### config.mk
export PLATFORM = sky130hd
export DESIGN_NAME = fta_front
export DESIGN_NICKNAME = d
export VERILOG_FILES = /design/src/rtl/core/fragment_table_allocator_defines.svh /design/src/rtl/core/fta_pkg.sv /design/src/rtl/core/fta_front.sv
export SDC_FILE = /design/constraint.sdc
export NUM_CORES = 1
export LEC_CHECK = 0
export ABC_CLOCK_PERIOD_IN_PS = 2800
export BUFFER_PORTS_ARGS = -buffer_cell sky130_fd_sc_hd__buf_2
export CORE_MARGIN = 1.5
export CORE_UTILIZATION = 39
export DETAILED_ROUTE_END_ITERATION = 10
export PLACE_DENSITY_LB_ADDON = 0.15
export SLEW_MARGIN = 30
export SYNTH_ARGS = -nofsm -noshare
export SYNTH_HDL_FRONTEND = slang
export SYNTH_SLANG_ARGS = --single-unit
### constraint.sdc
create_clock -name vclk -period 2.8
set_input_delay 0.14 -clock vclk [all_inputs]
set_output_delay 0.14 -clock vclk [all_outputs]
set_load 0.01 [all_outputs]
### src/rtl/core/fragment_table_allocator_defines.svh
// Assertion macros for the fragment table allocator
`ifndef FRAGMENT_TABLE_ALLOCATOR_DEFINES_SVH
`define FRAGMENT_TABLE_ALLOCATOR_DEFINES_SVH

// same-cycle implication
`define FTA_ASSERT_IMPL(lbl, clk, rstn, ante, cons) \
    lbl: assert property (@(posedge clk) disable iff (!rstn) (ante) |-> (cons)) \
        else $error("fta assertion failed");

// next-cycle implication
`define FTA_ASSERT_NEXT(lbl, clk, rstn, ante, cons) \
    lbl: assert property (@(posedge clk) disable iff (!rstn) (ante) |=> (cons)) \
        else $error("fta assertion failed");

`endif

### src/rtl/core/fta_pkg.sv
// Shared types and constants of the fragment table allocator
package fta_pkg;

    localparam int DEF_MAX_FRAGMENTS = 32;
    localparam int DEF_HEADER_BYTES  = 8;
    localparam int DEF_ADDR_BITS     = 32;
    localparam int QUEUE_DEPTH       = 2;

    localparam logic KIND_ALLOC = 1'b0;
    localparam logic KIND_FREE  = 1'b1;

    localparam logic REG_HEAP_BASE  = 1'b0;
    localparam logic REG_HEAP_LIMIT = 1'b1;

    typedef enum logic [1:0] {
        STS_DONE   = 2'd0,
        STS_FULL   = 2'd1,
        STS_BADPTR = 2'd2,
        STS_LIMIT  = 2'd3
    } t_status;

    typedef enum logic [3:0] {
        ST_IDLE,
        ST_MERGE1,
        ST_SEARCH,
        ST_TAKE,
        ST_APPEND,
        ST_APPWR,
        ST_MERGE2,
        ST_FSEARCH,
        ST_FCHECK,
        ST_FHEAD,
        ST_FTAIL,
        ST_FCLR,
        ST_DONE
    } t_state;

    typedef struct packed {
        logic        kind;
        t_status     status;
        logic [31:0] user_address;
    } t_rsp;

    localparam int RSP_W = $bits(t_rsp);

endpackage

### src/rtl/core/fta_front.sv
// Front end: sizes the request and screens the released pointer
module fta_front #(
    parameter int HEADER_BYTES = fta_pkg::DEF_HEADER_BYTES,
    parameter int ADDR_BITS    = fta_pkg::DEF_ADDR_BITS
) (
    input  logic [23:0] i_request_bytes,
    input  logic [31:0] i_address,
    output logic [((ADDR_BITS > 32) ? ADDR_BITS : 32) + 1:0] o_need,
    output logic [((ADDR_BITS > 32) ? ADDR_BITS : 32) + 1:0] o_hdr,
    output logic        o_bad
);
    import fta_pkg::*;

    localparam int SW = ((ADDR_BITS > 32) ? ADDR_BITS : 32) + 2;

    assign o_need = SW'(i_request_bytes) + SW'(HEADER_BYTES);
    assign o_hdr  = SW'(i_address) - SW'(HEADER_BYTES);
    assign o_bad  = (i_address == '0) || (SW'(i_address) < SW'(HEADER_BYTES));

endmodule

### After elaboration in Yosys (flattened, before gate mapping)

Index checks and enable logic that the tools add are counted.

| cells by class | value |
|---|---|
| reduce and logical (&&, ||, !) cells | 2 |
| add/subtract/negate cells | 2 |
| $lt $le $gt $ge | 1 |

Operators with widths:

| kind | number |
|---|---|
| subtractor 32 x 4 -> 33 bit (second input constant) | 1 |
| zero test 32 bit | 1 |
| less-than comparator 32 x 4 -> 1 bit (second input constant) | 1 |
| adder 24 x 4 -> 25 bit (second input constant) | 1 |
| logical OR 1 bit | 1 |

| storage, ports and cells | value |
|---|---|
| output and inout bits | 69 |
| input bits | 56 |
| register bits after elaboration | 0 |
| word-level logic and storage cells | 5 |

### Depth between registers and ports, before layout

| depth | value |
|---|---|
| word-level depth | 2 |
| mapped depth | 7 |
| mapped depth without buffers | 6 |

### Worst setup path after synthesis

No wires, ideal clock.

| timing path | value |
|---|---|
| kind | input -> output |
| from | in i_address[3] |
| to | out o_hdr[17] (netlist name) |
| required time | 2.660 ns |
| slack | 0.915 ns |
| buffers on the path | 1 |
| arrival | 1.745 ns |
| stages on the path | 7 |
| cells stage by stage | inv_1 -> ha_1 -> or4b_2 -> buf_2 -> nor3_1 -> nand2_1 -> xnor2_1 |

| on the way | value |
|---|---|
| longest elaborated chain between the ends | 1 |

Ends and longest elaborated chain:

| item | line | source |
|---|---|---|
| from (decl) | fta_front.sv:7 | `input logic [31:0] i_address,` |
| subtractor 32 x 4 -> 33 bit | fta_front.sv:17 | `assign o_hdr = SW'(i_address) - SW'(HEADER_BYTES);` |
| to (decl) | fta_front.sv:9 | `output logic [((ADDR_BITS > 32) ? ADDR_BITS : 32) + 1:0] o_hdr,` |

Every way passes these cells.

### Worst setup path in the final report

| timing path | value |
|---|---|
| from | in i_address[18] |
| to | out o_hdr[23] (netlist name) |

Same word-level chain as after synthesis.

==> impl_metrics.ini <==
[detailed_routing]
drtIter0Drc = 29
via_count = 1429
ant_nets = 0
drt-pass1-iter-count = 4
wl_um = 2930
drc = 0
wl_per_cell_um = 10.0
vias_per_cell = 4.88

[status]
status = finished clean

[clocking]
ctsHoldBuffers = 0
cts_setup_buffers = 0
cts-resized-gates = 0

[synth]
synth_warnings = 0
syn-cell-area_um2 = 1100
synthMuxAreaShare = 0
synth_top_family_by_area = simple AND/OR/NAND/NOR gates
yosys-top-cells-area = xnor2_1 21%, xor2_1 13%, buf_4 11%
synth-compound-area-share = 0.0238
ys_types = 32
synth-xor-area-share = 0.341
yosys.area_share.adder = 0.0227
synthSimpleGateAreaFrac = 0.462
syn_avg_cell_area_um2 = 6.82
seq_area_frac_synth = 0
netlist_instances = 162
synth_top_area_frac = 0.214
yosysTopAreaCell = xnor2_1

[min_path]
hp-class = primary input to output pin

[worst_setup_path]
slowest_stage = or4_1
arrival_ns = 1.95
critPathMostFrequentCell = buf_2
path_max_fanout = 12
critical_path_class = primary input to output pin
path_cells = buf_2 -> or4_1 -> nor4_4 -> nand4b_1 -> xnor2_1 -> buf_2
worst-path-buf-inv = 2
cpLargestDelayFamily = simple AND/OR/NAND/NOR gates
critical_path.max_stage_delay_ns = 0.61
cp.required_ns = 2.66
cp-end-kind = output pin
start_kind = primary input

[sta]
worstMarginPinSlew_ns = 0.770
setup_viol_count_final = 0
fin_crit_ns = 2.09
maxSlewHeadroom = 0.482
setup_tns_ns = 0
worst_slack_ns = 0.710
hold_violations = 0
fmax_mhz = 479
period_share = 0.746
drv_slew = 0
rsz0062_at_grt = no

[grt]
grt_use_total = 0.178
grt_overflow_total = 0
antenna_found_initial = 0
grt_pass1_vias = 1243
grt_max_degree = 13
grt_pass1_wl_um = 4990

[place]
dp_slack_ns = 0.693
io_buffers = 110
dp_hpwl_um = 2560
place_congestion = 0.866

[layout]
register_area_um2 = 0
seq_cell_count = 0
nets = 322
final_core_util = 0.584
antenna_cells = 0
clkbuf_count = 0
drive_gt1_frac = 0.447
fillers = 284
syn2layout_area_growth_pct = 43.4

[floorplan]
die_w_um = 56.2
rows = 19
io_pins = 125
die_h_um = 56.2
coreArea_um2 = 2710
initial_core_util = 0.408
die_area_um2 = 3160

[pwr]
p_per_area_nw_per_um2 = 121
p_leak_nw = 0.801
ir_worst_vdd_uv = 110

[flow_run]
maxCapViolCount = 0
==> report_power, final <==
part           total (mW)  switching (mW)  internal (mW)  leakage [nW]
Sequential              0               0              0             0
Clock                   0               0              0             0
Combinational       0.191           0.104         0.0877         0.801
==> worst paths after layout <==
path | startpoint | slack [ns] | to | cells after the start
worst max-delay path | i_address[18] | 0.71 | o_hdr[23] | 6
worst min-delay path | i_request_bytes[0] | 0.28 | o_need[0] | 0
==> cells in the mapped netlist (3+ instances only) <==
cell / instances
and3_1: 3
and4_1: 3
buf_4: 16
inv_1: 4
nand2_1: 17
nand3_1: 13
nand4_1: 5
nand4b_1: 3
nor2_1: 16
nor3_1: 8
nor4_1: 5
or4_1: 3
xnor2_1: 27
xor2_1: 16
==> layout by cell type, fill, tap and decap left out, drive strengths merged <==
master / n
nand3b: 2
or4b: 1
ha: 2
o31ai: 1
o41ai: 1
nor3: 8
xor2: 16
xnor2: 27
nor4b: 1
nor2: 17
a21oi: 1
nand2: 17
and4: 3
or3: 2
inv: 4
nand3: 13
and3: 3
nor3b: 1
or2: 1
o21ai: 1
nand4: 5
nor4: 6
conb: 9
or4: 5
buf: 111
nand4b: 4
==> layer usage <==
| layer | vias up | routed length [um] | GRT usage | part of all wire |
|---|---|---|---|---|
| met4 | 0 | 0 | 0.00340 | 0 |
| met1 | 614 | 1260 | 0.225 | 0.43 |
| met3 | 0 | 247 | 0.0140 | 0.084 |
| li1 | 747 | - | - | - |
| met2 | 68 | 1420 | 0.343 | 0.48 |
| met5 | - | 0 | 0 | 0 |
==> final cells by class <==
class	instances	area, um2	area share
Tap cell	31	38.8	0.0245
Multi-Input combinational cell	147	972	0.614
Timing Repair Buffer	111	558	0.352
Inverter	4	15.0	0.00948
==> logic make-up after synthesis <==
kind of cell,count (synthesis)
compound gates,4
xor+xnor,43
fa+ha+maj,2
buf+inv,23
other cells,1
simple gates,89
==> stage by stage <==
step	power (mW)	hold slack, ns	std cells	cell area [um2]
after floorplan	0.102	0.324	170	1130
after global placement	0.192	0.280	293	1580
after detailed placement	0.192	0.280	293	1580
after CTS	0.192	0.280	293	1580
after global routing	0.211	0.280	293	1580
final	0.191	0.280	293	1580
Note: power is estimated with default switching activity, not from simulation.
