## config.mk

```make
export PLATFORM = sky130hd
export DESIGN_NAME = fta_queue
export DESIGN_NICKNAME = d
export VERILOG_FILES = /design/src/rtl/core/fragment_table_allocator_defines.svh /design/src/rtl/core/fta_pkg.sv /design/src/rtl/core/fta_queue.sv
export SDC_FILE = /design/constraint.sdc
export NUM_CORES = 1
export LEC_CHECK = 0
export ABC_CLOCK_PERIOD_IN_PS = 2000
export BUFFER_PORTS_ARGS = -buffer_cell sky130_fd_sc_hd__buf_2
export CAP_MARGIN = 20
export CORE_AREA = 2 2 39 41
export CTS_CLUSTER_DIAMETER = 200
export DETAILED_ROUTE_END_ITERATION = 10
export DIE_AREA = 0 0 41 43
export PLACE_DENSITY_LB_ADDON = 0.08
export SETUP_SLACK_MARGIN = 0.1
export SYNTH_ARGS = -nofsm -noshare
export SYNTH_HDL_FRONTEND = slang
export SYNTH_SLANG_ARGS = --single-unit
```

## constraint.sdc

```tcl
create_clock -name i_clk -period 2 [get_ports i_clk]
set_input_delay 0.4 -clock i_clk [delete_from_list [all_inputs] [get_ports i_clk]]
set_output_delay 0.4 -clock i_clk [all_outputs]
set_load 0.1 [all_outputs]
```

## src/rtl/core/fragment_table_allocator_defines.svh

```systemverilog
// Assertion macros for the fragment table allocator
`ifndef FRAGMENT_TABLE_ALLOCATOR_DEFINES_SVH
`define FRAGMENT_TABLE_ALLOCATOR_DEFINES_SVH

// same-cycle implication
`define FTA_ASSERT_IMPL(lbl, clk, rstn, ante, cons) \
    lbl: assert property (@(posedge clk) disable iff (!rstn) (ante) |-> (cons)) \
        else $error("fta assertion failed");

// next-cycle implication
`define FTA_ASSERT_NEXT(lbl, clk, rstn, ante, cons) \
    lbl: assert property (@(posedge clk) disable iff (!rstn) (ante) |=> (cons)) \
        else $error("fta assertion failed");

`endif

```

## src/rtl/core/fta_pkg.sv

```systemverilog
// Shared types and constants of the fragment table allocator
package fta_pkg;

    localparam int DEF_MAX_FRAGMENTS = 32;
    localparam int DEF_HEADER_BYTES  = 8;
    localparam int DEF_ADDR_BITS     = 32;
    localparam int QUEUE_DEPTH       = 2;

    localparam logic KIND_ALLOC = 1'b0;
    localparam logic KIND_FREE  = 1'b1;

    localparam logic REG_HEAP_BASE  = 1'b0;
    localparam logic REG_HEAP_LIMIT = 1'b1;

    typedef enum logic [1:0] {
        STS_DONE   = 2'd0,
        STS_FULL   = 2'd1,
        STS_BADPTR = 2'd2,
        STS_LIMIT  = 2'd3
    } t_status;

    typedef enum logic [3:0] {
        ST_IDLE,
        ST_MERGE1,
        ST_SEARCH,
        ST_TAKE,
        ST_APPEND,
        ST_APPWR,
        ST_MERGE2,
        ST_FSEARCH,
        ST_FCHECK,
        ST_FHEAD,
        ST_FTAIL,
        ST_FCLR,
        ST_DONE
    } t_state;

    typedef struct packed {
        logic        kind;
        t_status     status;
        logic [31:0] user_address;
    } t_rsp;

    localparam int RSP_W = $bits(t_rsp);

endpackage

```

## src/rtl/core/fta_queue.sv

```systemverilog
// Two-entry queue with push/full and pop/empty sides
module fta_queue #(
    parameter int WIDTH = 1
) (
    input  logic             i_clk,
    input  logic             i_rst_n,
    input  logic             i_push,
    input  logic [WIDTH-1:0] i_wdata,
    output logic             o_full,
    input  logic             i_pop,
    output logic [WIDTH-1:0] o_rdata,
    output logic             o_empty
);
    import fta_pkg::*;

    localparam int PW = (QUEUE_DEPTH > 1) ? $clog2(QUEUE_DEPTH) : 1;
    localparam int CW = $clog2(QUEUE_DEPTH + 1);

    logic [WIDTH-1:0] r_mem [QUEUE_DEPTH];
    logic [PW-1:0]    r_wp, n_wp, r_rp, n_rp;
    logic [CW-1:0]    r_cnt, n_cnt;
    logic             do_push, do_pop;

    assign o_full  = (r_cnt == CW'(QUEUE_DEPTH));
    assign o_empty = (r_cnt == '0);
    assign o_rdata = r_mem[r_rp];
    assign do_push = i_push && !o_full;
    assign do_pop  = i_pop && !o_empty;

    always_comb begin
        n_wp  = r_wp;
        n_rp  = r_rp;
        n_cnt = r_cnt;
        if (do_push) begin
            n_wp = (r_wp == PW'(QUEUE_DEPTH - 1)) ? '0 : r_wp + PW'(1);
        end
        if (do_pop) begin
            n_rp = (r_rp == PW'(QUEUE_DEPTH - 1)) ? '0 : r_rp + PW'(1);
        end
        if (do_push && !do_pop) begin
            n_cnt = r_cnt + CW'(1);
        end else if (do_pop && !do_push) begin
            n_cnt = r_cnt - CW'(1);
        end
    end

    always_ff @(posedge i_clk) begin
        if (do_push) begin
            r_mem[r_wp] <= i_wdata;
        end
    end

    always_ff @(posedge i_clk) begin
        if (!i_rst_n) begin
            r_wp  <= '0;
            r_rp  <= '0;
            r_cnt <= '0;
        end else begin
            r_wp  <= n_wp;
            r_rp  <= n_rp;
            r_cnt <= n_cnt;
        end
    end

endmodule

```

; Yosys cells after proc, flatten, opt, wreduce, memory -nomap -nowiden
; Memories as Yosys holds them, arrays and structs flattened. A register that Yosys moved wholly into a read port is not among the register bits.
; Cells that the tools add are included.
; Widths: inputs -> output; s select.
[totals]
out_inout_bits = 3
ff_bits = 4
memories = 1
wordCells = 27
in_bits = 5
ramBits = 2
[mem_list]
columns = memory, words, word_bits, read_ports, rd_clocked_by_memory_dff, wr, line
row1 = r_mem, 2, 1, 1, 1, 1, fta_queue.sv:19  ; logic [WIDTH-1:0] r_mem [QUEUE_DEPTH];
[op_classes]
add_sub_neg = 4
reduce_logical = 10
eq_ne = 1
muxes = 8
[ops]
columns = cell, count
row1 = $mux 1, 6
row2 = $logic_and 1x1->1, 4
row3 = $logic_not 1->1, 4
row4 = $mux 2, 2
row5 = $add 1x1->1 const B, 2
row6 = $add 2x1->2 const B, 1
row7 = $eq 2x2->1 const B, 1
row8 = $logic_not 2->1, 1
row9 = $reduce_bool 2->1, 1
row10 = $sub 2x1->2 const B, 1

; Logic depth before layout (Yosys ltp)
[logic_depth]
depth_word = 7
ltp_mapped = 7
depth_no_buf = 7

; Least setup slack after synthesis
; No wires, ideal clock.
[synth_path]
kind = register to output
startpoint = reg r_cnt[0]
endpoint = out o_empty
path_stages_with_launch = 2
n_path_buf = 0
slack_ns = 0.006
required_time_ns = 1.600
t_arrival_ns = 1.594
path_cell_list = dfxtp_1 > nor2_1
[synth_between]
elab_chain_len = 1
[synth_lines]
columns = element, line
row1 = "start, declared", fta_queue.sv:21  ; logic [CW-1:0] r_cnt, n_cnt;
row2 = "start signal, assigned", fta_queue.sv:61  ; r_cnt <= n_cnt;
row3 = $logic_not 2->1, fta_queue.sv:25  ; assign o_empty = (r_cnt == '0);
row4 = "end, declared", fta_queue.sv:12  ; output logic o_empty
; Every way passes these cells.

; Worst setup path in the final report
[layout_path]
startpoint = reg r_cnt[0]
endpoint = out o_full
[layout_between]
elab_chain_len = 1
[layout_lines]
columns = element, line
row1 = $eq 2x2->1, fta_queue.sv:24  ; assign o_full = (r_cnt == CW'(QUEUE_DEPTH));
row2 = "end, declared", fta_queue.sv:9  ; output logic o_full,
; Every way passes these cells.

==> reports/results.txt <==
status: completed
DRC violations left: 0
register area share after synthesis: 52.5%
layout net count: 46
unrepaired setup endpoints after global routing: no
Rows: 14
Startpoint Class: flip-flop
routability cong.: 0.737
Crit Path Max Fanout: 5
Post-CTS Setup Inserts: 0
# setup viols final: 0
CTS resizes: 0
Worst Setup Path Type: reg2out
Synth Register Bits: 7
vias in the first global route: 234
routed len/inst: 10.3 microns
Placement Cell Area: 363 sq um
Max transition margin: 68.0%
CTS Hold Bufs: 0
CTS buffer count: 3
# Max-Cap Violations: 0
Pins Over Slew Limit: 0
Synth Area in Compound Gates: 10.7%
slew at the pin closest to its max-slew limit: 0.483 ns
Net Count, Synth: 34
antenna violations before repair: 0
Post-Synth Adder-Cell Area: 4.10%
H-tree Lvls: 1
Routed WL: 566 microns
largest net degree at the start of global routing: 6
final hold violation count: 0
Max Clk Rate: 581 MHz
Hold Path Class: in2reg
ANT cells: 0
Yosys warnings: 0
CTS tree: built
Antenna Nets Post-Route: 0
core footprint: 1380 sq um
total track usage: 9.06%
I/O Buffers: 7
most frequent cells in the layout: buf_2, dfxtp_1, and2_1, clkbuf_4
Final Instance Area: 389 sq um
full die area: 1760 sq um
vias after detailed routing: 232
global-route wire length before repair: 924 microns
largest family of logic cells by synthesized area: simple AND/OR/NAND/NOR gates
skew final: 0.00551 ns
WP data arrival: 1.32 ns
min cycle time layout: 1.72 ns
Critical Path End Type: output pin
Mapped Avg Cell Area: 10.9 sq um
Clk Latency, worst-skew pair: 0.25 ns
Pre-antenna DRT Iters: 2
initial core utilization: 22.1%
root buf cell: clkbuf_4
area share of and/or/nand/nor cells after synthesis: 18.0%
Mapped Area: 305 sq um
FILL cells: 147
setup TNS: 0 ns
commonest non-fill, non-tap cell in the layout: buf_2
Synth Area in XOR/XNOR: 8.61%
layout cells sized above 1: 35.9%
Synth cell types: 19
Worst EP required: 1.60 ns
die span in x: 41 microns
Die H: 43 microns
I/O pins: 8
initial DRC count: 1
post-route clock period utilization: 86.1%
Max Root-Sink Buffers: 2
mux cell area share after synthesis: 3.69%
Clock Sinks: 7
Area growth syn-to-layout: 27.5%
hpwl dp: 451 microns
GRT overflow: 0
Gate Count Post-Synth: 28
Vias/cell: 4.22
Worst-path clk slew: 0.06 ns
critical path, stage by stage, from the launching register on:
cell	delay, ns
dfxtp_1	0.36
nand2b_1	0.20
inv_2	0.09
buf_2	0.42
area by class of cell:
cell class | instances | area (sq um) | area share, %
Clock buffer | 4 | 26.3 | 6.75
Tap cell | 16 | 20.0 | 5.14
Sequential cell | 7 | 160 | 41.2
Timing Repair Buffer | 7 | 35.0 | 9.00
Multi-Input combinational cell | 19 | 140 | 36.0
Inverter | 2 | 7.51 | 1.93
through the flow:
step | setup WS, ns | hold WS (ns) | instances | util, %
floorplan | 0.184 | 0.494 | 28 | -
global placement | 0.454 | 0.517 | 51 | 26.2
detailed placement | 0.377 | 0.527 | 51 | 26.2
CTS | 0.265 | 0.328 | 55 | 28.1
global route | 0.213 | 0.325 | 55 | 28.1
finish | 0.279 | 0.335 | 55 | 28.1
synthesized netlist by cell type, drive strengths merged:
| library cell | count | area (sq um) |
|---|---|---|
| xor2 | 1 | 8.76 |
| o21a | 1 | 7.51 |
| dfxtp | 5 | 100 |
| xnor2 | 2 | 17.5 |
| and2 | 3 | 18.8 |
| ha | 1 | 12.5 |
| or3 | 1 | 6.26 |
| o21ai | 2 | 10.0 |
| nor3 | 1 | 10.0 |
| nor2 | 2 | 7.51 |
| mux2 | 1 | 11.3 |
| and3 | 1 | 6.26 |
| edfxtp | 2 | 60.1 |
| inv | 2 | 7.50 |
| nand2b | 1 | 6.26 |
| a21boi | 2 | 15.0 |
final timing paths:
check / end / from / cells past startpoint / slack (ns)
min: r_mem[0]$_DFFE_PP_ / i_wdata / 1 / 0.34
max: o_full / r_cnt[0]$_SDFFE_PN0P_ / 3 / 0.28
min reg2reg: r_cnt[1]$_SDFFE_PN0P_ / r_cnt[1]$_SDFFE_PN0P_ / 2 / 0.53
max reg2reg: r_cnt[1]$_SDFFE_PN0P_ / r_cnt[0]$_SDFFE_PN0P_ / 6 / 0.39
per-layer routing:
metal	routed length [microns]	part of all wire (%)	up-vias	global-route usage, %
met2	316	56	6	13.4
met3	39	6.9	0	9.42
met5	0	0	-	0
met1	211	37	110	7.47
li1	-	-	116	-
met4	0	0	0	4.00
cell families (layout without fill, tap and decap cells):
| family | count (synthesis) | after routing |
|---|---|---|
| and+or+nand+nor | 9 | 9 |
| buffers and inverters | 2 | 13 |
| adders and majority gates | 1 | 1 |
| xor gates and xnor gates | 3 | 3 |
| muxes | 1 | 1 |
| DFF | 7 | 7 |
| AOI/OAI and AO/OA | 5 | 5 |
Power is not shown: default switching activity piles up to over one toggle a cycle in this logic, so the estimate is an artifact.
